<file path="src/vrd_pkg.sv">
`timescale 1ns / 1ps
// ----------------------------------------------------------------------------
// vrd_pkg: shared types and constants for the degree-based vector rotator
// Widths, angle constants, gain and the CORDIC arctangent table in Q.24 degrees.
// ----------------------------------------------------------------------------
package vrd_pkg;

   localparam int IN_W           = 32;  // vector component width, Q15.16
   localparam int ANG_W          = 16;  // angle width, Q9.6 degrees
   localparam int NEG_W          = IN_W + 1;
   localparam int RED_W          = 18;  // angle reduction arithmetic
   localparam int RES_W          = 14;  // residual angle, within +/-90 deg
   localparam int ZW             = 33;  // angle accumulator, Q.24 degrees
   localparam int ACC_W          = 52;  // x/y datapath with guard bits
   localparam int GAIN_W         = 31;
   localparam int PROD_W         = NEG_W + GAIN_W + 1;
   localparam int GAIN_SHIFT     = 15;
   localparam int GUARD_BITS     = 16;
   localparam int ANGLE_UP_SHIFT = 18;
   localparam int ATAN_W         = 30;
   localparam int MAX_STAGES     = 32;
   localparam int CORDIC_STAGES_DEF = 20;

   localparam logic [GAIN_W-1:0] GAIN_INV_Q31 = 31'd1304065748;

   localparam logic signed [RED_W-1:0] FULL_TURN    = 18'sd23040;
   localparam logic signed [RED_W-1:0] TWO_TURNS    = 18'sd46080;
   localparam logic signed [RED_W-1:0] HALF_TURN    = 18'sd11520;
   localparam logic signed [RED_W-1:0] QUARTER_TURN = 18'sd5760;

   localparam logic [ATAN_W-1:0] ATAN_Q24 [MAX_STAGES] = '{
      30'd754974720, 30'd445687602, 30'd235489088, 30'd119537938,
      30'd60000934,  30'd30029717,  30'd15018523,  30'd7509720,
      30'd3754917,   30'd1877466,   30'd938734,    30'd469367,
      30'd234684,    30'd117342,    30'd58671,     30'd29335,
      30'd14668,     30'd7334,      30'd3667,      30'd1833,
      30'd917,       30'd458,       30'd229,       30'd115,
      30'd57,        30'd29,        30'd14,        30'd7,
      30'd4,         30'd2,         30'd1,         30'd0
   };

   // After angle reduction: vector possibly negated, residual angle in Q7.6
   typedef struct packed {
      logic signed [NEG_W-1:0] x;
      logic signed [NEG_W-1:0] y;
      logic signed [RES_W-1:0] r;
   } vrd_prep_type;

   // CORDIC working set
   typedef struct packed {
      logic signed [ACC_W-1:0] x;
      logic signed [ACC_W-1:0] y;
      logic signed [ZW-1:0]    z;
   } vrd_cordic_type;

endpackage

</file>
<file path="src/vrd_round.sv">
`timescale 1ns / 1ps
// ----------------------------------------------------------------------------
// vrd_round: output stage
// Drops the guard bits with round-half-up, clips to 32 bits and flags clipping.
// ----------------------------------------------------------------------------
module vrd_round (
   input  logic                             clock,
   input  logic                             reset,
   input  logic                             in_valid,
   output logic                             in_ready,
   input  vrd_pkg::vrd_cordic_type          in_data,
   output logic                             out_valid,
   input  logic                             out_ready,
   output logic signed [vrd_pkg::IN_W-1:0]  out_x,
   output logic signed [vrd_pkg::IN_W-1:0]  out_y,
   output logic                             out_sat
);
   import vrd_pkg::*;

   localparam logic signed [ACC_W-1:0] HALF_LSB = ACC_W'(1) <<< (GUARD_BITS - 1);
   localparam logic signed [ACC_W-1:0] OUT_MAX  =
      $signed({{(ACC_W-IN_W+1){1'b0}}, {(IN_W-1){1'b1}}});
   localparam logic signed [ACC_W-1:0] OUT_MIN  =
      $signed({{(ACC_W-IN_W+1){1'b1}}, {(IN_W-1){1'b0}}});

   logic                    valid_ff, valid_in;
   logic signed [IN_W-1:0]  x_ff, y_ff, x_in, y_in;
   logic                    sat_ff, sat_in;
   logic signed [ACC_W-1:0] rx, ry;
   logic                    hit_x, hit_y;

   assign in_ready  = !valid_ff || out_ready;
   assign out_valid = valid_ff;
   assign out_x     = x_ff;
   assign out_y     = y_ff;
   assign out_sat   = sat_ff;

   always_comb begin
      rx = (in_data.x + HALF_LSB) >>> GUARD_BITS;
      ry = (in_data.y + HALF_LSB) >>> GUARD_BITS;
      hit_x = 1'b1;
      hit_y = 1'b1;
      if (rx > OUT_MAX) begin
         x_in = OUT_MAX[IN_W-1:0];
      end else if (rx < OUT_MIN) begin
         x_in = OUT_MIN[IN_W-1:0];
      end else begin
         x_in  = rx[IN_W-1:0];
         hit_x = 1'b0;
      end
      if (ry > OUT_MAX) begin
         y_in = OUT_MAX[IN_W-1:0];
      end else if (ry < OUT_MIN) begin
         y_in = OUT_MIN[IN_W-1:0];
      end else begin
         y_in  = ry[IN_W-1:0];
         hit_y = 1'b0;
      end
      sat_in   = hit_x || hit_y;
      valid_in = in_ready ? in_valid : valid_ff;
   end

   always_ff @(posedge clock) begin
      if (reset) begin
         valid_ff <= 1'b0;
      end else begin
         valid_ff <= valid_in;
      end
      if (in_valid && in_ready) begin
         x_ff   <= x_in;
         y_ff   <= y_in;
         sat_ff <= sat_in;
      end
   end

endmodule

</file>
<file path="config.mk">
export PLATFORM = sky130hd
export DESIGN_NAME = vrd_round
export DESIGN_NICKNAME = d
export VERILOG_FILES = /design/src/vrd_pkg.sv /design/src/vrd_round.sv
export SDC_FILE = /design/constraint.sdc
export NUM_CORES = 1
export LEC_CHECK = 0
export BUFFER_PORTS_ARGS = -buffer_cell sky130_fd_sc_hd__buf_2
export CAP_MARGIN = 20
export CORE_MARGIN = 2
export CORE_UTILIZATION = 30
export DETAILED_ROUTE_END_ITERATION = 7
export GPL_TIMING_DRIVEN = 0
export PLACE_DENSITY = 0.54
export SLEW_MARGIN = 20
export SYNTH_ARGS = -nofsm -noshare
export SYNTH_HDL_FRONTEND = slang
export SYNTH_SLANG_ARGS = --single-unit
</file>
<file path="constraint.sdc">
create_clock -name clock -period 3.3 [get_ports clock]
set_input_delay 0.165 -clock clock [delete_from_list [all_inputs] [get_ports clock]]
set_output_delay 0.165 -clock clock [all_outputs]
set_load 0.01 [all_outputs]
</file>
* Word-level counts from Yosys, hierarchy flattened
Cells that the tools add are included.
** Storage, ports and cells
- Register bits :: 66
- Input port bits :: 141
- Output and inout bits :: 67
- Logic and storage cells :: 20
** Cells by class
- Add/sub/neg operators :: 2
- Order comparisons :: 4
- Mux-type cells :: 6
- Reduce and logical (&&, ||, !) cells :: 4
** Operator list (number)
- adder 52 x 17 -> 52 bit, second input constant :: 2
- > comparator 36 x 32 -> 1 bit, second input constant :: 2
- less-than comparator 36 x 32 -> 1 bit, second input constant :: 2
- 2-to-1 mux 32 bit :: 2
- 2-to-1 mux 1 bit :: 4
- logical OR 1 bit :: 2
- logical AND 1 bit :: 1
- zero test 1 bit :: 1

* Longest topological paths before layout
Gate-level depths: netlist (run 1).
- Word-level depth :: 5
- Mapped depth :: 9
- Gate-level depth less buffers :: 8

* Least setup slack after synthesis (run 1)
OpenSTA, ideal clock, no wires.
- Path kind :: register -> register
- Start :: reg valid_ff (netlist: out_valid)
- End :: reg sat_ff (netlist: out_sat), enable pin
- Setup time :: 0.430 ns
- Arrival time :: 2.050 ns
- Required time :: 2.870 ns
- Setup slack :: 0.820 ns
- Cell stages (with the launch flop) :: 3
- Buffers on the path :: 0
- Period minus slack after synthesis :: 2.480 ns
- Cell sequence :: dfxtp_1 nand2b_1 and2_1
** On the way
- Word-level cells in the longest chain between the ends :: 3
** RTL lines
- start: declaration :: RTL line vrd_round.sv:26 : logic valid_ff, valid_in;
- start signal: assignment :: RTL line vrd_round.sv:67 : valid_ff <= valid_in;
- zero test 1 bit :: RTL line vrd_round.sv:32 : assign in_ready = !valid_ff || out_ready;
- logical OR 1 bit :: RTL line vrd_round.sv:32
- net in_ready :: RTL line vrd_round.sv:10 : output logic in_ready,
- logical AND 1 bit :: RTL line vrd_round.sv:69 : if (in_valid && in_ready) begin
- end signal: assignment :: RTL line vrd_round.sv:72 : sat_ff <= sat_in;
- end: declaration :: RTL line vrd_round.sv:28 : logic sat_ff, sat_in;
The timed path passes the listed nets, and every way through them passes these cells.
A chain may end at the register's enable or synchronous reset.

* Worst setup path after layout (run 1)
- Start :: in in_data[114] (netlist bit)
- End :: reg x_ff[12] (netlist: out_x[12]), data pin
** On the way
- Word-level cells in the longest chain between the ends :: 3
- Elaborated cells between the ends (all ways) :: 4
- Classes of those cells :: add/sub (1); order compare (2); mux (1)
** RTL lines
- start: declaration :: RTL line vrd_round.sv:11 : input vrd_pkg::vrd_cordic_type in_data,
- adder 52 x 17 -> 52 bit (*) :: RTL line vrd_round.sv:39 : rx = (in_data.x + HALF_LSB) >>> GUARD_BITS;
- less-than comparator 36 x 32 -> 1 bit :: RTL line vrd_round.sv:45 : end else if (rx < OUT_MIN) begin
- 2-to-1 mux 32 bit :: RTL line vrd_round.sv:45
- end signal: assignment :: RTL line vrd_round.sv:70 : x_ff <= x_in;
- end: declaration :: RTL line vrd_round.sv:27 : logic signed [IN_W-1:0] x_ff, y_ff, x_in, y_in;
Every way passes the cells marked *; elsewhere a longest branch is shown, timed or not.

==> reports/results.txt, run 1 <==
Routed length per instance - 14.51 microns
Slew Viols, Final - 0
CP max stage cell - nor4_4
Fin. Hold Viols - 0
CTS Buf Count - 9
Final nets - 670
Filler cells - 1362
Port bufs - 144
Die height - 120.4 microns
Top Ports - 208
Site Rows - 42
Core Area - 13240 sq um
Number of synthesized flops with an enable pin - 65
Drt drc - 0
Max-Cap Viols - 0
Via count - 3310
Met2 routed WL - 4923 microns
Clock root buffer - clkbuf_16
Post-synthesis cell area - 4065 sq um
Chip Width - 120.4 microns
Diode count - 0
Initial antenna violation count - 0
Drt total wl - 10260 microns
Syn Nets - 513
Drt first-iter violations - 265
Critical Path Fanout Max - 10
Ys async rst share - 0
Largest net degree at the start of global routing - 42
CP Cell Sequence - buf_2, nand4_1, nor4_4, nand2_4, or4_4, xnor2_4, o21ai_2, buf_4, o21ai_2
Hold Buf Count CTS - 1
FF+latch count, synth - 66
Worst path most repeated cell - o21ai_2
Starting Density - 0.3070
First-pass GRT wire length - 16220 microns
Post-CTS sizing - 0
Setup_tns - 0 ns
Routability-driven placement congestion ratio - 0.7912
Least-Margin Pin Slew - 0.6157 ns
Worst ir drop on vdd - 194.8 uV
Clk buf depth - 2
Overflow left after global routing - 0
Sequential share of the synthesized area - 0.4851
Met3 wire len - 487 microns
Status - finished clean
Crit path launch type - primary input
Crit path largest cell delay - 0.47 ns
Unrepaired setup endpoints after global routing - false
Wire length on met1 - 4654 microns
Area grow syn2layout - 30.72%
Top routing layer used - met4
Synth area leader - edfxtp_1
Ys Warns - 0
Worst path top cell family by delay - simple AND/OR/NAND/NOR gates
Pwr/cell area - 426.9 nW/um^2
Tcrit/Tclk final - 0.7383
F_max - 410.5 MHz
Routed vias/inst - 4.682
Worst path arrival time - 2.51 ns
Clk Latency, worst-skew pair - 0.33 ns
Total design power - 2268 uW
Total track usage - 0.1436
Worst path bufs/invs - 2
Synth area leaders - edfxtp_1 48%, xor2_1 7.8%, o21ai_2 6.2%, xnor2_1 6.2%, nand3_1 3.7%
Critical path class - primary input to flop
Leakage - 0.001974 uW
CP required - 3.37 ns
# setup viols final - 0
Clock period minus worst slack - 2.436 ns
Fraction of layout instances using a drive strength above 1 - 0.3955
Hold Crit Class - primary input to flop
CTS Sinks - 66
Pre-antenna DRT Iters - 4
Synth unique cells - 47
Post-CTS setup buffer count - 0
Synth top area share - 0.4801
Dpl hpwl - 8200 microns
Vias in the first global route - 3191
Critical Path Sink Type - flop
CTS tree - yes
Worst-path clk slew - 0.05 ns
CTS H-Tree Depth - 3
Average size of a mapped cell - 10.99 sq um
Main synth FF type - edfxtp_1
Antenna Nets Post-Route - 0
Syn Inst Count - 370
Final Skew - 0.005980 ns
Area of the die - 14500 sq um
Relative slew slack - 0.5865
synthesized netlist by cell type, types with 4 or more instances:
| cell type | n |
|---|---|
| clkbuf_1 | 6 |
| nand3_1 | 30 |
| xnor2_1 | 29 |
| a21oi_1 | 4 |
| nor3_1 | 8 |
| o21ai_0 | 27 |
| nor2_1 | 23 |
| xor2_1 | 36 |
| o21ai_1 | 4 |
| buf_6 | 4 |
| and3_1 | 14 |
| o21ai_2 | 29 |
| inv_1 | 8 |
| edfxtp_1 | 65 |
| nand2_1 | 29 |
| nand4_1 | 10 |
path summary, 6_finish.rpt:
path | start | end | depth (start not counted) | slack, ns
worst max-delay path | in_data[114] | out_x[12] | 9 | 0.86
worst max register to register | out_valid | out_y[26] | 3 | 1.85
worst min-delay path | in_valid | out_valid | 3 | 0.10
worst min register to register | out_valid | out_valid | 2 | 0.56
cell families (layout without fill, tap and decap cells):
kind of cell / count (synthesis) / count (layout) / synth area share
xor gates and xnor gates: 66 / 66 / 0.1468
and+or+nand+nor: 140 / 140 / 0.2013
DFF: 66 / 66 / 0.4851
muxes: 1 / 1 / 0.002462
adders and majority gates: 2 / 2 / 0.006155
AOI/OAI and AO/OA: 74 / 74 / 0.1293
buffers and inverters: 21 / 182 / 0.02893
per-layer routing:
layer,vias up,track usage
met5,-,0
met2,71,0.2278
met1,1543,0.1899
li1,1682,-
met4,0,0.05378
met3,14,0.03491
where the power goes:
part	total, uW	internal [uW]	switching [uW]
registers	1010	993	13.3
clock network	904	571	333
logic	357	145	213
registers in the layout, indices dropped and copies added, names as in the netlist:
signal / flops
out_x: 32
out_sat: 1
out_y: 32
out_valid: 1
worst reg2reg max path: cells and delay by family (launching register included):
family,cells,cell delay (ns)
flip-flops,1,0.31
AND/OR/NAND/NOR,2,0.52
buffers and inverters,1,0.28
area by class of cell:
class / instances / area [sq um] / area share
plain buffers: 13 / 87.58 / 0.01648
clock buffers: 10 / 229.0 / 0.04309
clock inverters: 5 / 46.29 / 0.008712
inverters: 8 / 30.03 / 0.005651
multi-input cells: 283 / 1978 / 0.3723
flip-flops and latches: 66 / 1972 / 0.3711
well taps: 176 / 220.2 / 0.04144
repair buffers: 146 / 750.7 / 0.1413
cells in the final DEF (no fill, tap or decap), drive strengths merged, types with 2 or more instances in the layout:
cell and count:
buf 152, edfxtp 65, o21ai 60, xor2 36
nand3 31, nand2 30, xnor2 30, nor2 23
and3 16, clkbuf 16, nand4 12, nor3 9
inv 8, a21oi 6, nor4 5, clkinv 4
or3 3, and2 3, nand4b 2, o31a 2
ha 2
through the flow:
step,util,worst slack (ns),area [sq um],hold slack (ns),instances
after floorplan,-,0.8203,4065,0.2341,370
after global placement,0.3780,0.2563,5006,0.3243,690
after detailed placement,0.3797,0.5145,5029,0.3342,691
after CTS,0.4013,0.8567,5314,0.08391,707
after global routing,0.4013,0.6036,5314,0.1147,707
final,0.4013,0.8637,5314,0.1003,707
Power figures use the tool's default switching activity.
==> run 2: changes to the inputs <==
ABC_AREA = 1   (was not set)
PLACE_DENSITY = 0.52   (was 0.54)
clock period = 2.35 ns   (was 3.3 ns; I/O delays follow)
==> run 2 against run 1 <==
- first-iteration DRC count is 15% lower
- wire length is 26% higher
- power is 52% higher
- sequential power is 40% higher
- combinational power is 69% higher
- non-clock buffer count is 1 higher
- utilization is 0.88 points lower
- count of clock-buffer cells in the layout is 1 lower
- highest routed layer unchanged
==> reports/results.txt, run 2 <==
Met2 routed WL - 6072 microns (+23%)
Least-Margin Pin Slew - 0.6022 ns (-0.01350 ns)
CP required - 2.43 ns (-0.94 ns)
Critical path startpoint - in_data[100]
Clock root buffer - clkbuf_16
Antenna Nets Post-Route - 0 (unchanged)
Starting Density - 0.3026 (-0.004377)
Ys Warns - 0 (unchanged)
Clk buf depth - 2 (unchanged)
Pwr/cell area - 560.7 nW/um^2 (+31%)
Dpl hpwl - 10620 microns (+30%)
Main synth FF type - edfxtp_1
CTS tree - yes
Area of the die - 16870 sq um (+16%)
Most frequent cells in the layout - 238 x nand2_1, 147 x buf_2, 79 x nor2_1
Clk Latency, worst-skew pair - 0.34 ns (about the same)
Synth top area share - 0.4105 (-0.06962)
Reg2reg end - out_y[10]
Diode count - 0 (unchanged)
Synth area leader - edfxtp_1
F_max - 564.3 MHz
Setup_tns - 0 ns (unchanged)
Post-CTS setup buffer count - 0 (unchanged)
Fraction of layout instances using a drive strength above 1 - 0.3110 (-0.08451)
Unrepaired setup endpoints after global routing - false
Total track usage - 0.1570 (+0.01338)
Crit path launch type - primary input
Syn Inst Count - 611 (+65%)
Hold Crit Class - primary input to flop
Commonest cells post-synth - 238 x nand2_1, 79 x nor2_1, 65 x edfxtp_1
CTS H-Tree Depth - 3 (unchanged)
Critical Path Sink Type - flop
Min-delay src - in_valid
CTS Buf Count - 9 (unchanged)
Max-Cap Viols - 0 (unchanged)
Via count - 4244 (+28%)
Leakage - 0.002748 uW (+39%)
R2r startpoint - out_valid
First-pass GRT wire length - 20100 microns (+24%)
Critical path class - primary input to flop
Site Rows - 46 (+9.5%)
Clock period minus worst slack - 1.772 ns
Wire length on met1 - 5837 microns (+25%)
Status - finished clean
Synth unique cells - 34 (-28%)
Final Skew - 0.007152 ns (+0.001171 ns)
Slew Viols, Final - 0 (unchanged)
Relative slew slack - 0.5977 (+0.01119)
Routed length per instance - 13.08 microns (-9.8%)
Final nets - 913 (+36%)
Worst path arrival time - 1.85 ns (-0.66 ns)
Worst ir drop on vdd - 311.8 uV (+60%)
Number of synthesized flops with an enable pin - 65 (unchanged)
Top Ports - 208 (unchanged)
Synth area leaders - edfxtp_1 41%, nand2_1 19%, nor2_1 6.2%, xor2_1 5.2%, xnor2_1 4.6%
Core Area - 15710 sq um (+19%)
Pre-antenna DRT Iters - 5 (+1)
Drt drc - 0 (unchanged)
Vias in the first global route - 3978 (+25%)
# setup viols final - 0 (unchanged)
Met3 wire len - 863 microns (+77%)
Placed cells - 974 (+41%)
FF+latch count, synth - 66 (unchanged)
Top routing layer used - met4
Initial antenna violation count - 0 (unchanged)
Chip Width - 129.9 microns (+7.9%)
Post-synthesis cell area - 4755 sq um (+17%)
Routability-driven placement congestion ratio - 0.8371 (+5.8%)
Most common cell after layout, fill and taps aside - nand2_1
Ys async rst share - 0 (unchanged)
Drt total wl - 12970 microns (+26%)
Overflow left after global routing - 0 (unchanged)
Die height - 129.9 microns (+7.9%)
Average size of a mapped cell - 7.782 sq um (-29%)
Setup crit end - out_x[11]
Drt first-iter violations - 225 (-15%)
Post-CTS sizing - 0 (unchanged)
Critical Path Fanout Max - 10 (unchanged)
CTS Sinks - 66 (unchanged)
Top-count cell post-synth - nand2_1
Reg2reg path depth - 3 (unchanged)
R2R Setup Slk - 0.79 ns (-1.06 ns)
Fin. Hold Viols - 0 (unchanged)
Non-filler instance count after layout - 991 (+40%)
Syn Nets - 754 (+47%)
Largest net degree at the start of global routing - 22 (-48%)
Port bufs - 144 (unchanged)
Tcrit/Tclk final - 0.7540
Worst-path clk slew - 0.05 ns (about the same)
Routed vias/inst - 4.283 (-8.5%)
Hold Buf Count CTS - 1 (unchanged)
Area grow syn2layout - 29.71%
Sequential share of the synthesized area - 0.4147 (-0.07034)
## run 2: changes by cell type in the layout (fill, tap and decap cells not counted), sizes merged, moves of 6 or more
| cell | change |
|---|---|
| nand2 | +239 |
| o21ai | -53 |
| buf | +7 |
| nand4 | -6 |
| nor2 | +73 |
| xor2 | -8 |
| clkbuf | -7 |
| inv | +35 |
| and3 | -16 |
## run 2: kinds of logic after synthesis
kind of cell,Yosys count,synth area share
fa+ha+maj,2,0.005262
xor+xnor,53,0.09763
buf+inv,55,0.05684
simple gates,420,0.4058
flops,66,0.4147
compound gates,15,0.01974
## run 2: layer usage
metal | up-vias | GRT usage
met1 | 1861 | 0.2006
met2 | 102 | 0.2538
met5 | - | 0
met3 | 13 | 0.04879
met4 | 0 | 0.05123
li1 | 2268 | -
## run 2: layout make-up
type	count	area [sq um]
clock buffers	9	225.2
fillers	1657	9545
flip-flops and latches	66	1972
clock inverters	7	92.59
multi-input cells	490	2524
plain buffers	12	108.9
repair buffers	148	813.3
well taps	216	270.3
inverters	43	161.4
## run 2: report_power, final
part | internal, uW | switching, uW | total, uW | leakage [uW]
Combinational | 236 | 367 | 603 | 0.00198
Clock | 926 | 518 | 1440 | 0.000149
Sequential | 1390 | 17.5 | 1410 | 0.000619
Total | 2560 | 902 | 3460 | 0.00275
## run 2: through the flow
stage                       util  hold slack, ns  total power (uW)  setup WS (ns)  area, sq um
after floorplan                -          0.1866              1766         0.4501         4766
after CTS                 0.3925         0.06868              3513         0.5646         6167
after detailed placement  0.3716          0.2805              2042         0.2195         5839
final                     0.3925         0.08153              3458         0.5780         6167
after global placement    0.3664          0.2776              2024       -0.05462         5757
after global routing      0.3925          0.1056              3623         0.3360         6167
## run 2: worst max-delay path, stage by stage
cell and delay [ns]:
buf_2 0.10, ha_1 0.20, nand3_2 0.15, inv_2 0.12
nand2_1 0.09, nor2_2 0.25, nand2_1 0.08, nand2_1 0.06
nand2_1 0.06, nand2_1 0.08, inv_2 0.04, nand2_1 0.07
nand2_2 0.10, buf_6 0.17, o21ai_1 0.08, nand2_1 0.07
## run 2: how the worst min path moves through the flow
stage | to | cells past startpoint
after floorplan | out_valid | 1
after global placement | out_valid | 2
after detailed placement | out_valid | 2
after CTS | out_valid | 3
after global routing | out_valid | 3
final | out_valid | 3
